File: config.mk
export PLATFORM = sky130hd
export DESIGN_NAME = flood_relay_duplicate_filter_flat
export DESIGN_NICKNAME = d
export VERILOG_FILES = /design/src/sv/frdf_pkg.sv /design/src/sv/frdf_if.sv /design/src/sv/frdf_id_cache.sv /design/src/sv/frdf_classify.sv /design/src/sv/flood_relay_duplicate_filter.sv /design/src/flat_wrapper.sv
export SDC_FILE = /design/constraint.sdc
export NUM_CORES = 2
export LEC_CHECK = 0
export BUFFER_PORTS_ARGS = -buffer_cell sky130_fd_sc_hd__buf_2
export CAP_MARGIN = 20
export CORE_MARGIN = 2
export CORE_UTILIZATION = 56
export CTS_BUF_LIST = sky130_fd_sc_hd__clkbuf_8
export DETAILED_ROUTE_END_ITERATION = 8
export PLACE_DENSITY = 0.72
export SLEW_MARGIN = 20
export SYNTH_ARGS = -nofsm -noshare
export SYNTH_HDL_FRONTEND = slang
export SYNTH_SLANG_ARGS = --single-unit
File: constraint.sdc
create_clock -name clk_i -period 9 [get_ports clk_i]
set_input_delay 0 -clock clk_i [delete_from_list [all_inputs] [get_ports clk_i]]
set_output_delay 0 -clock clk_i [all_outputs]
set_load 0.01 [all_outputs]
File: src/sv/frdf_pkg.sv
// Package for the flood relay duplicate filter: widths, codes, register map
// and the structs shared by the top level, the id cache and the classifier.
// No dependencies.
package frdf_pkg;

  localparam int unsigned IdW      = 32;
  localparam int unsigned ByteW    = 8;
  localparam int unsigned VerdictW = 4;
  localparam int unsigned CfgIdxW  = 8;
  localparam int unsigned CfgDataW = 8;

  typedef enum logic [VerdictW-1:0] {
    V_SHORT_HDR   = 4'd0,
    V_DUPLICATE   = 4'd1,
    V_DATA_OK     = 4'd2,
    V_DATA_BADCRC = 4'd3,
    V_DATA_SHORT  = 4'd4,
    V_ADV_DELIVER = 4'd5,
    V_ADV_IGNORED = 4'd6,
    V_ADV_SHORT   = 4'd7,
    V_CHK_DELIVER = 4'd8,
    V_CHK_IGNORED = 4'd9,
    V_CHK_SHORT   = 4'd10,
    V_UNKNOWN     = 4'd11
  } verdict_e;

  typedef enum logic [CfgIdxW-1:0] {
    CFG_HEADER_BYTES    = 8'd0,
    CFG_DATA_TYPE_CODE  = 8'd1,
    CFG_ADV_TYPE_CODE   = 8'd2,
    CFG_CHUNK_TYPE_CODE = 8'd3,
    CFG_DATA_MIN_BODY   = 8'd4,
    CFG_ADV_MIN_BODY    = 8'd5,
    CFG_CHUNK_MIN_BODY  = 8'd6,
    CFG_NODE_IS_GATEWAY = 8'd7
  } cfg_idx_e;

  typedef struct packed {
    logic [ByteW-1:0] header_bytes;
    logic [ByteW-1:0] data_type_code;
    logic [ByteW-1:0] adv_type_code;
    logic [ByteW-1:0] chunk_type_code;
    logic [ByteW-1:0] data_min_body;
    logic [ByteW-1:0] adv_min_body;
    logic [ByteW-1:0] chunk_min_body;
    logic             node_is_gateway;
  } cfg_t;

  localparam cfg_t CfgReset = '{
    header_bytes:    8'd8,
    data_type_code:  8'd1,
    adv_type_code:   8'd2,
    chunk_type_code: 8'd3,
    data_min_body:   8'd0,
    adv_min_body:    8'd0,
    chunk_min_body:  8'd0,
    node_is_gateway: 1'b0
  };

  typedef struct packed {
    logic [IdW-1:0]   message_id;
    logic [ByteW-1:0] message_type;
    logic [ByteW-1:0] hops_left;
    logic [ByteW-1:0] packet_length;
    logic             frame_crc_good;
    logic             update_broadcasting;
  } item_t;

  typedef struct packed {
    verdict_e         verdict;
    logic             relay;
    logic [ByteW-1:0] relay_hops;
  } res_t;

  typedef struct packed {
    logic           start;
    logic [IdW-1:0] id;
  } cache_req_t;

  typedef struct packed {
    logic done;
    logic hit;
  } cache_rsp_t;

endpackage

File: src/sv/frdf_if.sv
// Handshake channels of the flood relay duplicate filter: packet headers in,
// verdicts out, and the register write channel. Depends on frdf_pkg.
interface frdf_in_if;
  import frdf_pkg::*;
  logic             valid;
  logic             ready;
  logic [IdW-1:0]   message_id;
  logic [ByteW-1:0] message_type;
  logic [ByteW-1:0] hops_left;
  logic [ByteW-1:0] packet_length;
  logic             frame_crc_good;
  logic             update_broadcasting;

  modport source (
    output valid, message_id, message_type, hops_left, packet_length,
           frame_crc_good, update_broadcasting,
    input  ready
  );
  modport sink (
    input  valid, message_id, message_type, hops_left, packet_length,
           frame_crc_good, update_broadcasting,
    output ready
  );
endinterface

interface frdf_out_if;
  import frdf_pkg::*;
  logic                valid;
  logic                ready;
  logic [VerdictW-1:0] verdict;
  logic                relay;
  logic [ByteW-1:0]    relay_hops;

  modport source (output valid, verdict, relay, relay_hops, input ready);
  modport sink (input valid, verdict, relay, relay_hops, output ready);
endinterface

interface frdf_cfg_if;
  import frdf_pkg::*;
  logic                valid;
  logic                ready;
  logic [CfgIdxW-1:0]  index;
  logic [CfgDataW-1:0] data;

  modport source (output valid, index, data, input ready);
  modport sink (input valid, index, data, output ready);
endinterface

File: src/sv/frdf_id_cache.sv
// FIFO cache of recent message ids in a one-port-read, one-port-write memory.
// Scans the filled entries with a pipelined read; records the id on a miss.
// Depends on frdf_pkg.
module frdf_id_cache #(
  parameter int unsigned Depth = 64
) (
  input  logic                 clk_i,
  input  logic                 rst_ni,
  input  frdf_pkg::cache_req_t req_i,
  output frdf_pkg::cache_rsp_t rsp_o
);
  import frdf_pkg::*;

  localparam int unsigned IdxW = (Depth > 1) ? $clog2(Depth) : 1;
  localparam int unsigned CntW = $clog2(Depth + 1);
  localparam logic [CntW-1:0] DepthCnt = CntW'(Depth);
  localparam logic [IdxW-1:0] LastSlot = IdxW'(Depth - 1);

  typedef enum logic [1:0] {
    C_IDLE = 2'b01,
    C_SCAN = 2'b10
  } cache_state_e;

  cache_state_e    state_q, state_d;
  logic [IdW-1:0]  mem_q [Depth];
  logic [IdW-1:0]  id_q;
  logic [IdW-1:0]  rdata_q;
  logic [CntW-1:0] fill_q, fill_d;
  logic [CntW-1:0] iss_q, iss_d;
  logic [IdxW-1:0] oldest_q, oldest_d;
  logic            cmp_vld_q, cmp_vld_d;
  logic            issue, match, miss_wr, full;
  logic [IdxW-1:0] wr_addr;

  always_comb begin
    issue   = (state_q == C_SCAN) && (iss_q < fill_q);
    match   = (state_q == C_SCAN) && cmp_vld_q && (rdata_q == id_q);
    miss_wr = (state_q == C_SCAN) && !match && !issue;
    full    = (fill_q == DepthCnt);
    wr_addr = full ? oldest_q : fill_q[IdxW-1:0];

    fill_d   = fill_q;
    oldest_d = oldest_q;
    if (miss_wr) begin
      if (!full) begin
        fill_d = fill_q + 1'b1;
      end else begin
        oldest_d = (oldest_q == LastSlot) ? '0 : oldest_q + 1'b1;
      end
    end

    state_d   = state_q;
    iss_d     = iss_q;
    cmp_vld_d = 1'b0;
    case (state_q)
      C_IDLE: begin
        if (req_i.start) begin
          state_d = C_SCAN;
          iss_d   = '0;
        end
      end
      C_SCAN: begin
        cmp_vld_d = issue;
        if (issue) begin
          iss_d = iss_q + 1'b1;
        end
        if (match || miss_wr) begin
          state_d   = C_IDLE;
          cmp_vld_d = 1'b0;
        end
      end
      default: begin
        state_d = C_IDLE;
      end
    endcase

    rsp_o.done = match || miss_wr;
    rsp_o.hit  = match;
  end

  always_ff @(posedge clk_i or negedge rst_ni) begin
    if (!rst_ni) begin
      state_q   <= C_IDLE;
      fill_q    <= '0;
      oldest_q  <= '0;
      iss_q     <= '0;
      cmp_vld_q <= 1'b0;
    end else begin
      state_q   <= state_d;
      fill_q    <= fill_d;
      oldest_q  <= oldest_d;
      iss_q     <= iss_d;
      cmp_vld_q <= cmp_vld_d;
    end
  end

  always_ff @(posedge clk_i) begin
    if ((state_q == C_IDLE) && req_i.start) begin
      id_q <= req_i.id;
    end
  end

  always_ff @(posedge clk_i) begin
    if (miss_wr) begin
      mem_q[wr_addr] <= id_q;
    end
    if (issue) begin
      rdata_q <= mem_q[iss_q[IdxW-1:0]];
    end
  end

endmodule

File: src/sv/frdf_classify.sv
// Verdict and relay decision for a packet that passed the duplicate check.
// Pure logic on the held header and the register set. Depends on frdf_pkg.
module frdf_classify (
  input  frdf_pkg::item_t item_i,
  input  frdf_pkg::cfg_t  cfg_i,
  output frdf_pkg::res_t  res_o
);
  import frdf_pkg::*;

  logic [ByteW-1:0] body;
  logic             ignore_upd;

  always_comb begin
    body       = item_i.packet_length - cfg_i.header_bytes;
    ignore_upd = cfg_i.node_is_gateway && item_i.update_broadcasting;

    if (item_i.message_type == cfg_i.data_type_code) begin
      if (body < cfg_i.data_min_body) begin
        res_o.verdict = V_DATA_SHORT;
      end else begin
        res_o.verdict = item_i.frame_crc_good ? V_DATA_OK : V_DATA_BADCRC;
      end
    end else if (item_i.message_type == cfg_i.adv_type_code) begin
      if (body < cfg_i.adv_min_body) begin
        res_o.verdict = V_ADV_SHORT;
      end else begin
        res_o.verdict = ignore_upd ? V_ADV_IGNORED : V_ADV_DELIVER;
      end
    end else if (item_i.message_type == cfg_i.chunk_type_code) begin
      if (body < cfg_i.chunk_min_body) begin
        res_o.verdict = V_CHK_SHORT;
      end else begin
        res_o.verdict = ignore_upd ? V_CHK_IGNORED : V_CHK_DELIVER;
      end
    end else begin
      res_o.verdict = V_UNKNOWN;
    end

    res_o.relay      = (item_i.hops_left != '0);
    res_o.relay_hops = res_o.relay ? item_i.hops_left - 1'b1 : '0;
  end

endmodule

File: src/sv/flood_relay_duplicate_filter.sv
// Flood-mesh receive filter: short-header drop, duplicate id suppression and
// hop-count relay. Depends on frdf_pkg, frdf_if, frdf_id_cache, frdf_classify.
//
//   channel  port   dir  fields
//   header   in_i   in   message_id, message_type, hops_left, packet_length,
//                        frame_crc_good, update_broadcasting
//   result   out_o  out  verdict, relay, relay_hops
//   regs     cfg_i  in   index, data (register write, always ready)
//
// One header at a time. A short header's result passes through res_q into the
// output register on out_o, and in_i is ready again once it is loaded there. Any
// other header first waits on the one-entry-per-cycle id memory read over the
// fill cached ids (fill being up to CACHE_DEPTH); a hit ends the scan early.
// A result waiting on out_o sits in the output register while the next header is
// scanned; a second result then holds in_i off until out_o takes the first.
// rst_ni clears registers to their defaults and empties the cache.
module flood_relay_duplicate_filter #(
  parameter int unsigned CACHE_DEPTH = 64
) (
  input  logic       clk_i,
  input  logic       rst_ni,
  frdf_in_if.sink    in_i,
  frdf_out_if.source out_o,
  frdf_cfg_if.sink   cfg_i
);
  import frdf_pkg::*;

  typedef enum logic [2:0] {
    T_IDLE = 3'b001,
    T_WAIT = 3'b010,
    T_DONE = 3'b100
  } top_state_e;

  top_state_e state_q, state_d;
  cfg_t       cfg_q, cfg_d;
  item_t      item_q;
  res_t       res_q, res_d;
  res_t       out_res_q;
  res_t       class_res;
  logic       out_valid_q, out_valid_d;
  logic       in_acc, in_short, out_load;
  cache_req_t cache_req;
  cache_rsp_t cache_rsp;

  assign cfg_i.ready = 1'b1;

  always_comb begin
    cfg_d = cfg_q;
    if (cfg_i.valid) begin
      case (cfg_idx_e'(cfg_i.index))
        CFG_HEADER_BYTES:    cfg_d.header_bytes    = cfg_i.data;
        CFG_DATA_TYPE_CODE:  cfg_d.data_type_code  = cfg_i.data;
        CFG_ADV_TYPE_CODE:   cfg_d.adv_type_code   = cfg_i.data;
        CFG_CHUNK_TYPE_CODE: cfg_d.chunk_type_code = cfg_i.data;
        CFG_DATA_MIN_BODY:   cfg_d.data_min_body   = cfg_i.data;
        CFG_ADV_MIN_BODY:    cfg_d.adv_min_body    = cfg_i.data;
        CFG_CHUNK_MIN_BODY:  cfg_d.chunk_min_body  = cfg_i.data;
        CFG_NODE_IS_GATEWAY: cfg_d.node_is_gateway = cfg_i.data[0];
        default: ;
      endcase
    end
  end

  frdf_id_cache #(
    .Depth(CACHE_DEPTH)
  ) u_cache (
    .clk_i (clk_i),
    .rst_ni(rst_ni),
    .req_i (cache_req),
    .rsp_o (cache_rsp)
  );

  frdf_classify u_classify (
    .item_i(item_q),
    .cfg_i (cfg_q),
    .res_o (class_res)
  );

  assign in_i.ready = (state_q == T_IDLE);
  assign in_acc     = in_i.valid && in_i.ready;
  assign in_short   = (in_i.packet_length < cfg_q.header_bytes);
  assign out_load   = (state_q == T_DONE) && (!out_valid_q || out_o.ready);

  always_comb begin
    cache_req.start = in_acc && !in_short;
    cache_req.id    = in_i.message_id;

    state_d = state_q;
    res_d   = res_q;
    case (state_q)
      T_IDLE: begin
        if (in_acc) begin
          if (in_short) begin
            res_d   = '{verdict: V_SHORT_HDR, relay: 1'b0, relay_hops: '0};
            state_d = T_DONE;
          end else begin
            state_d = T_WAIT;
          end
        end
      end
      T_WAIT: begin
        if (cache_rsp.done) begin
          if (cache_rsp.hit) begin
            res_d = '{verdict: V_DUPLICATE, relay: 1'b0, relay_hops: '0};
          end else begin
            res_d = class_res;
          end
          state_d = T_DONE;
        end
      end
      T_DONE: begin
        if (out_load) begin
          state_d = T_IDLE;
        end
      end
      default: begin
        state_d = T_IDLE;
      end
    endcase

    out_valid_d = out_valid_q;
    if (out_load) begin
      out_valid_d = 1'b1;
    end else if (out_o.ready) begin
      out_valid_d = 1'b0;
    end
  end

  always_ff @(posedge clk_i or negedge rst_ni) begin
    if (!rst_ni) begin
      state_q     <= T_IDLE;
      cfg_q       <= CfgReset;
      out_valid_q <= 1'b0;
    end else begin
      state_q     <= state_d;
      cfg_q       <= cfg_d;
      out_valid_q <= out_valid_d;
    end
  end

  always_ff @(posedge clk_i) begin
    if (in_acc) begin
      item_q <= '{
        message_id:          in_i.message_id,
        message_type:        in_i.message_type,
        hops_left:           in_i.hops_left,
        packet_length:       in_i.packet_length,
        frame_crc_good:      in_i.frame_crc_good,
        update_broadcasting: in_i.update_broadcasting
      };
    end
    res_q <= res_d;
    if (out_load) begin
      out_res_q <= res_q;
    end
  end

  assign out_o.valid      = out_valid_q;
  assign out_o.verdict    = out_res_q.verdict;
  assign out_o.relay      = out_res_q.relay;
  assign out_o.relay_hops = out_res_q.relay_hops;

endmodule
File: src/flat_wrapper.sv
// flat-port wrapper written by rule: the top's interface ports become plain ports
module flood_relay_duplicate_filter_flat import frdf_pkg::*;
#(
  parameter int unsigned CACHE_DEPTH = 64
)
  (clk_i, rst_ni, in_i_valid, in_i_message_id, in_i_message_type, in_i_hops_left, in_i_packet_length, in_i_frame_crc_good, in_i_update_broadcasting, in_i_ready, out_o_valid, out_o_verdict, out_o_relay, out_o_relay_hops, out_o_ready, cfg_i_valid, cfg_i_index, cfg_i_data, cfg_i_ready);
  frdf_in_if in_i_i ();
  frdf_out_if out_o_i ();
  frdf_cfg_if cfg_i_i ();
  input  logic clk_i;
  input  logic rst_ni;
  input wire logic [$bits(in_i_i.valid)-1:0] in_i_valid;
  input wire logic [$bits(in_i_i.message_id)-1:0] in_i_message_id;
  input wire logic [$bits(in_i_i.message_type)-1:0] in_i_message_type;
  input wire logic [$bits(in_i_i.hops_left)-1:0] in_i_hops_left;
  input wire logic [$bits(in_i_i.packet_length)-1:0] in_i_packet_length;
  input wire logic [$bits(in_i_i.frame_crc_good)-1:0] in_i_frame_crc_good;
  input wire logic [$bits(in_i_i.update_broadcasting)-1:0] in_i_update_broadcasting;
  output wire logic [$bits(in_i_i.ready)-1:0] in_i_ready;
  output wire logic [$bits(out_o_i.valid)-1:0] out_o_valid;
  output wire logic [$bits(out_o_i.verdict)-1:0] out_o_verdict;
  output wire logic [$bits(out_o_i.relay)-1:0] out_o_relay;
  output wire logic [$bits(out_o_i.relay_hops)-1:0] out_o_relay_hops;
  input wire logic [$bits(out_o_i.ready)-1:0] out_o_ready;
  input wire logic [$bits(cfg_i_i.valid)-1:0] cfg_i_valid;
  input wire logic [$bits(cfg_i_i.index)-1:0] cfg_i_index;
  input wire logic [$bits(cfg_i_i.data)-1:0] cfg_i_data;
  output wire logic [$bits(cfg_i_i.ready)-1:0] cfg_i_ready;
  assign in_i_i.valid = in_i_valid;
  assign in_i_i.message_id = in_i_message_id;
  assign in_i_i.message_type = in_i_message_type;
  assign in_i_i.hops_left = in_i_hops_left;
  assign in_i_i.packet_length = in_i_packet_length;
  assign in_i_i.frame_crc_good = in_i_frame_crc_good;
  assign in_i_i.update_broadcasting = in_i_update_broadcasting;
  assign in_i_ready = in_i_i.ready;
  assign out_o_valid = out_o_i.valid;
  assign out_o_verdict = out_o_i.verdict;
  assign out_o_relay = out_o_i.relay;
  assign out_o_relay_hops = out_o_i.relay_hops;
  assign out_o_i.ready = out_o_ready;
  assign cfg_i_i.valid = cfg_i_valid;
  assign cfg_i_i.index = cfg_i_index;
  assign cfg_i_i.data = cfg_i_data;
  assign cfg_i_ready = cfg_i_i.ready;
  flood_relay_duplicate_filter #(.CACHE_DEPTH(CACHE_DEPTH)) u_core (.clk_i(clk_i), .rst_ni(rst_ni), .in_i(in_i_i), .out_o(out_o_i), .cfg_i(cfg_i_i));
endmodule
After elaboration in Yosys (flattened, before gate mapping)
Memory sizes are Yosys's and may differ from the RTL's. A register that Yosys moved wholly into a read port is not among the register bits.
Index checks and enable logic that the tools add are counted.
{ "totals": {"ff_bits": 168, "ramBits": 2048, "input_bits": 79, "out_inout_bits": 16, "wordCells": 133, "n_memories": 1} }
{ "op_classes": {"addsub": 5, "order_cmp": 5, "n_eq_ne": 25, "n_mux": 34, "n_bitwise": 1, "reduce_logical": 35} }
{ "memory_table": {"columns": ["name", "depth", "width", "rd", "rd_clocked_by_memory_dff", "write_ports", "line_no", "source"], "rows": [
  ["u_core.u_cache.mem_q", 64, 32, 1, 1, 1, "frdf_id_cache.sv:25", "logic [IdW-1:0] mem_q [Depth];"]
]} }
{ "op_table": {"columns": ["op", "n"], "rows": [
  ["13-bit two-way mux", 4],
  ["32-bit == test", 1],
  ["8-bit by 3-bit == test with 1-bit output, second input constant", 4],
  ["8-bit < comparator", 4],
  ["13-bit case mux with 2 select lines", 1],
  ["8-bit == test", 3],
  ["2-bit AND reduction", 11],
  ["8-bit by 2-bit == test with 1-bit output, second input constant", 2],
  ["3-bit two-way mux", 5],
  ["7-bit by 1-bit adder with 7-bit output, second input constant", 2],
  ["7-bit two-way mux", 2],
  ["7-bit case mux with 2 select lines", 1],
  ["4-bit two-way mux", 3],
  ["6-bit two-way mux", 2],
  ["1-bit logical AND", 10],
  ["2-bit two-way mux", 5],
  ["3-bit case mux with 3 select lines", 1],
  ["8-bit by 1-bit == test with 1-bit output, second input constant", 1],
  ["8-bit zero test", 1],
  ["1-bit two-way mux", 8],
  ["8-bit two-way mux", 1],
  ["2-bit != test, second input constant", 4],
  ["8-bit nonzero test", 1],
  ["8-bit by 1-bit subtractor with 8-bit output, second input constant", 1],
  ["18 further kinds", 27]
]} }

Logic depth before layout (Yosys ltp)
{ "depth": {"depth_word": 9, "depth_mapped": 17} }

By module
A second synthesis with hierarchy kept.
{ "unflattened": {"hier_cells": 4212, "hier_area_um2": 88833.9} }
{ "modules_own_cells": {"columns": ["module", "n_inst", "cells_per_inst", "area_each_um2", "seq_area_each_um2"], "rows": [
  ["frdf_id_cache", 1, 3743, 82296.4, 63997.6],
  ["flood_relay_duplicate_filter", 1, 281, 5201.2, 4056.4],
  ["frdf_classify", 1, 188, 1336.3, 0.0]
]} }

Worst setup path before layout
No wires, ideal clock.
{ "synth_timing": {"path_type": "register -> register", "startpoint": "register u_core.state_q[0]", "endpoint": "register u_core.u_cache.iss_q[0]", "t_arrival_ns": 4.520, "required_time_ns": 8.758, "setup_slack_ns": 4.238, "path_stages_with_launch": 7, "path_cell_list": "dfstp_2 nor3b_1 and2_1 clkbuf_1 inv_1 nor4b_2 o21ai_0"} }
{ "synth_between": {"elab_chain_cells": 5} }
{ "synth_lines": {"columns": ["element", "line_no", "source"], "rows": [
  ["start: declaration", "flood_relay_duplicate_filter.sv:34", "top_state_e state_q, state_d;"],
  ["start signal: assignment", "flood_relay_duplicate_filter.sv:135", "state_q <= state_d;"],
  ["3-bit by 1-bit == test with 1-bit output", "flood_relay_duplicate_filter.sv:79", "assign in_i.ready = (state_q == T_IDLE);"],
  ["net in_i_ready", "flat_wrapper.sv:19", "output wire logic [$bits(in_i_i.ready)-1:0] in_i_ready;"],
  ["1-bit logical AND", "flood_relay_duplicate_filter.sv:80", "assign in_acc = in_i.valid && in_i.ready;"],
  ["net u_core.in_acc", "flood_relay_duplicate_filter.sv:41", "logic in_acc, in_short, out_load;"],
  ["1-bit logical AND", "flood_relay_duplicate_filter.sv:85", "cache_req.start = in_acc && !in_short;"],
  ["2-bit != test (no line)", null, null],
  ["3-bit AND reduction (no line)", null, null],
  ["end signal: assignment", "frdf_id_cache.sv:92", "iss_q <= iss_d;"],
  ["end: declaration", "frdf_id_cache.sv:29", "logic [CntW-1:0] iss_q, iss_d;"]
]} }
The timed path passes the listed nets, and every way through them passes these cells.
A chain may end at the register's enable or synchronous reset.

Worst setup path in the final report
{ "layout_timing": {"startpoint": "register u_core.u_cache.iss_q[1]", "endpoint": "register u_core.u_cache.rdata_q[6] (read register of u_core.u_cache.mem_q) (data pin)"} }
{ "layout_between": {"elab_chain_cells": 2} }
{ "layout_lines": {"columns": ["element", "line_no", "source"], "rows": [
  ["7-bit < comparator", "frdf_id_cache.sv:36", "issue = (state_q == C_SCAN) && (iss_q < fill_q);"],
  ["1-bit logical AND", "frdf_id_cache.sv:36", null],
  ["end: declaration", "frdf_id_cache.sv:27", "logic [IdW-1:0] rdata_q;"]
]} }
Parallel ways exist; a longest one is shown, timed or not.

==> run summary <==
Largest net degree at the start of global routing: 162
Final hold slack: 0.176 ns
Final min period: 5.13 ns
Worst Path Arrival: 5.88 ns
TritonCTS clock tree: built
Fin cells: 6589
Cell variety after synth: 54
Slew Limit Fails: 0
Setup crit end kind: register
Area grow syn2layout: 13.5%
Setup violators final: 0
Post-DP HPWL: 104 mm
Ys Warns: 0
XOR/XNOR Fraction of Synth Area: 0.808%
Mapped Cells: 3723
Crit Path Category: reg2reg
Yosys top cell by area: edfxtp_1
PD cells: 243 nW/um^2
EDFF count, synth: 2164
Peak VDD IR: 242 uV
Synth Area in Compound Gates: 1.06%
Yosys reg bits: 2248
Startpoint Class: register
Post-CTS sizing: 0
Drt pass-1 iters: 6
RSZ-0062 raised after global routing: false
GRT overflow: 0
Post-route ant nets: 0
CTS Sinks: 2248
Syn Nets: 3850
CORE AREA: 154000 um^2
Multi-input logic area: 19200 um^2
Number of fill cells: 9916
Largest cells by area after synthesis: edfxtp_1 (75%), mux4_2 (17%), dfrtp_1 (2.2%)
DRC Markers: 0
Root buffer cell: clkbuf_8
Clk_skew: 0.0670 ns
GRT Overall Usage: 26.3%
DR vias/cell: 6.31
Crit path required time: 9.75 ns
Commonest cells post-synth: edfxtp_1 (2164), mux4_2 (640), nor2_1 (112)
Pre-CTS setup slack: 4.02 ns
CTS buffer count: 363
Die ar.: 158000 um^2
GP Congestion: 0.841
Max frequency: 0.195 GHz
Final instance area: 98400 um^2
Post-Route WL: 205 mm
Via count: 41557
Pleak: 30.9 nW
DP Area: 90500 um^2
Post-synth top area share: 74.9%
Core Util, Final: 63.9%
Status: finished clean
Horiz. Die Dim: 398 um
Syn Area/Cell: 23.3 um^2
Largest family of logic cells by synthesized area: multiplexers
Fin nets: 4414
Number of port buffers: 93
Worst hold path class: in2reg
Register area: 67100 um^2
Synth Flop Type: edfxtp_1
DR WL/cell: 31.1 um
Clock slew at reported path FFs: 0.06 ns
Layout cell share with drive strength beyond 1: 31.6%
Vias in the first global route: 42692
Worst Max-Slew Pin Slew: 1.17 ns
Die Y: 398 um
H-tree depth: 5
Tot Pwr: 23.9 mW
Async SR Flop Fraction: 3.74%
Synthesized area: 86800 um^2
Rows: 144
DRT iter0 DRCs: 5029
Simple-gate share of the synthesized area: 1.57%
CTS max path bufs: 4
Final setup margin: 3.87 ns
Max-capacitance violation count: 0
Rel. slew slack: 21.4%
Crit share post-route: 57.0%
Max FO, Critical Path: 63
Post-synthesis sequential area ratio: 77.3%
Final-report hold violation count: 0
First-pass GRT wire length: 294 mm
Setup TNS Final: 0 ns
Mux cell area share after synthesis: 17.4%
Initial antenna violation count: 4
Clk_lat worst skew: 1.03 ns
I/O Pins: 95
Count leader, synth: edfxtp_1
Initial core utilization: 56.3%
Cell total after placement: 5811
Adder-Cell Fraction of Synth Area: 0.701%
[final timing paths]
path / from / endpoint / slack [ns] / depth (start not counted)
max: u_core.u_cache.iss_q[1] / u_core.u_cache.rdata_q[6] / 3.87 / 6
min: cfg_i_index[0] / u_core.cfg_q[46] / 0.18 / 4
max reg2reg: u_core.u_cache.iss_q[1] / u_core.u_cache.rdata_q[6] / 3.87 / 6
min reg2reg: u_core.res_q[0] / u_core.out_o.relay_hops[0] / 0.42 / 0
max in group asynchronous: rst_ni / u_core.u_cache.iss_q[2] / 7.14 / 4
min in group asynchronous: rst_ni / u_core.cfg_q[33] / 0.21 / 3
[power breakdown]
group | switching (mW) | total [mW] | internal, mW
sequential | 0.116 | 12.1 | 12.0
combinational | 2.16 | 4.01 | 1.85
clock | 3.81 | 7.81 | 4.00
[cell usage in the layout, fill, tap and decap left out, types with 5 or more instances in the layout]
cell type      count
xnor2_1           69
mux2_2            59
nor2b_1            6
dlygate4sd3_1    152
a31oi_1            5
diode_2            5
and3_1            11
nand2_1           73
o21a_1             5
a22oi_1           64
ha_1              47
nor2_4            65
edfxtp_1        2164
nand3_1           28
a21oi_1           16
a21o_1             6
inv_1            160
mux4_2           640
nand4_1           23
clkinv_1          74
buf_12             8
o21ai_0           17
nand2b_1           7
dfrtp_1           73
buf_2             92
dfstp_2            7
nor2_1            46
buf_4            116
bufinv_16          5
clkbuf_8         378
clkinv_2          42
nor3_1            13
xor2_1            11
[per-layer routing]
layer  part of all wire [%]  up-vias  track usage, %
met3                    9.7      421            6.16
li1                       -    16942               -
met1                     37    21991            35.4
met2                     49     2201            42.3
met4                    3.8        2            10.6
met5                 0.0049        -               0
[worst max-delay path, cell delays in order (launching register included)]
cell and delay [ns]:
dfrtp_4 1.09, buf_4 0.90, buf_4 0.88, mux4_2 0.41, mux4_2 0.58, a22oi_1 0.76
nand2_1 0.12
[registers in the layout (all words and copies together) (netlist names)]
name	count
u_core.out_o.relay_hops	8
u_core.out_o.valid	1
u_core.out_o.verdict	4
u_core.res_q	13
u_core.u_cache.cmp_vld_q	1
u_core.u_cache.mem_q	2048
u_core.u_cache.fill_q	7
u_core.u_cache.state_q	2
u_core.cfg_q	57
u_core.u_cache.oldest_q	6
u_core.state_q	3
u_core.u_cache.rdata_q	32
u_core.u_cache.iss_q	7
u_core.out_o.relay	1
u_core.item_q	26
u_core.u_cache.id_q	32
[timing repair]
action                                 4_1_cts  5_1_grt
buffers inserted                             0        0
endpoints found under the hold margin      240        0
hold buffers                               152        0
[layout make-up]
class,count,area share [%]
diodes,5,0.0127
well taps,2044,2.60
repair buffers,370,3.12
multi-input cells,1257,19.5
flip-flops and latches,2248,68.2
clock inverters,240,1.13
inverters,47,0.179
clock buffers,378,5.28
[cell families after synthesis]
| family | count (synthesis) |
|---|---|
| multiplexers | 701 |
| other | 1 |
| adder cells (fa/ha/maj) | 48 |
| buffers and inverters | 218 |
| flip-flops | 2248 |
| XOR/XNOR | 80 |
| AND/OR/NAND/NOR | 295 |
| AO/OA/AOI/OAI | 132 |
Power figures use the tool's default switching activity.
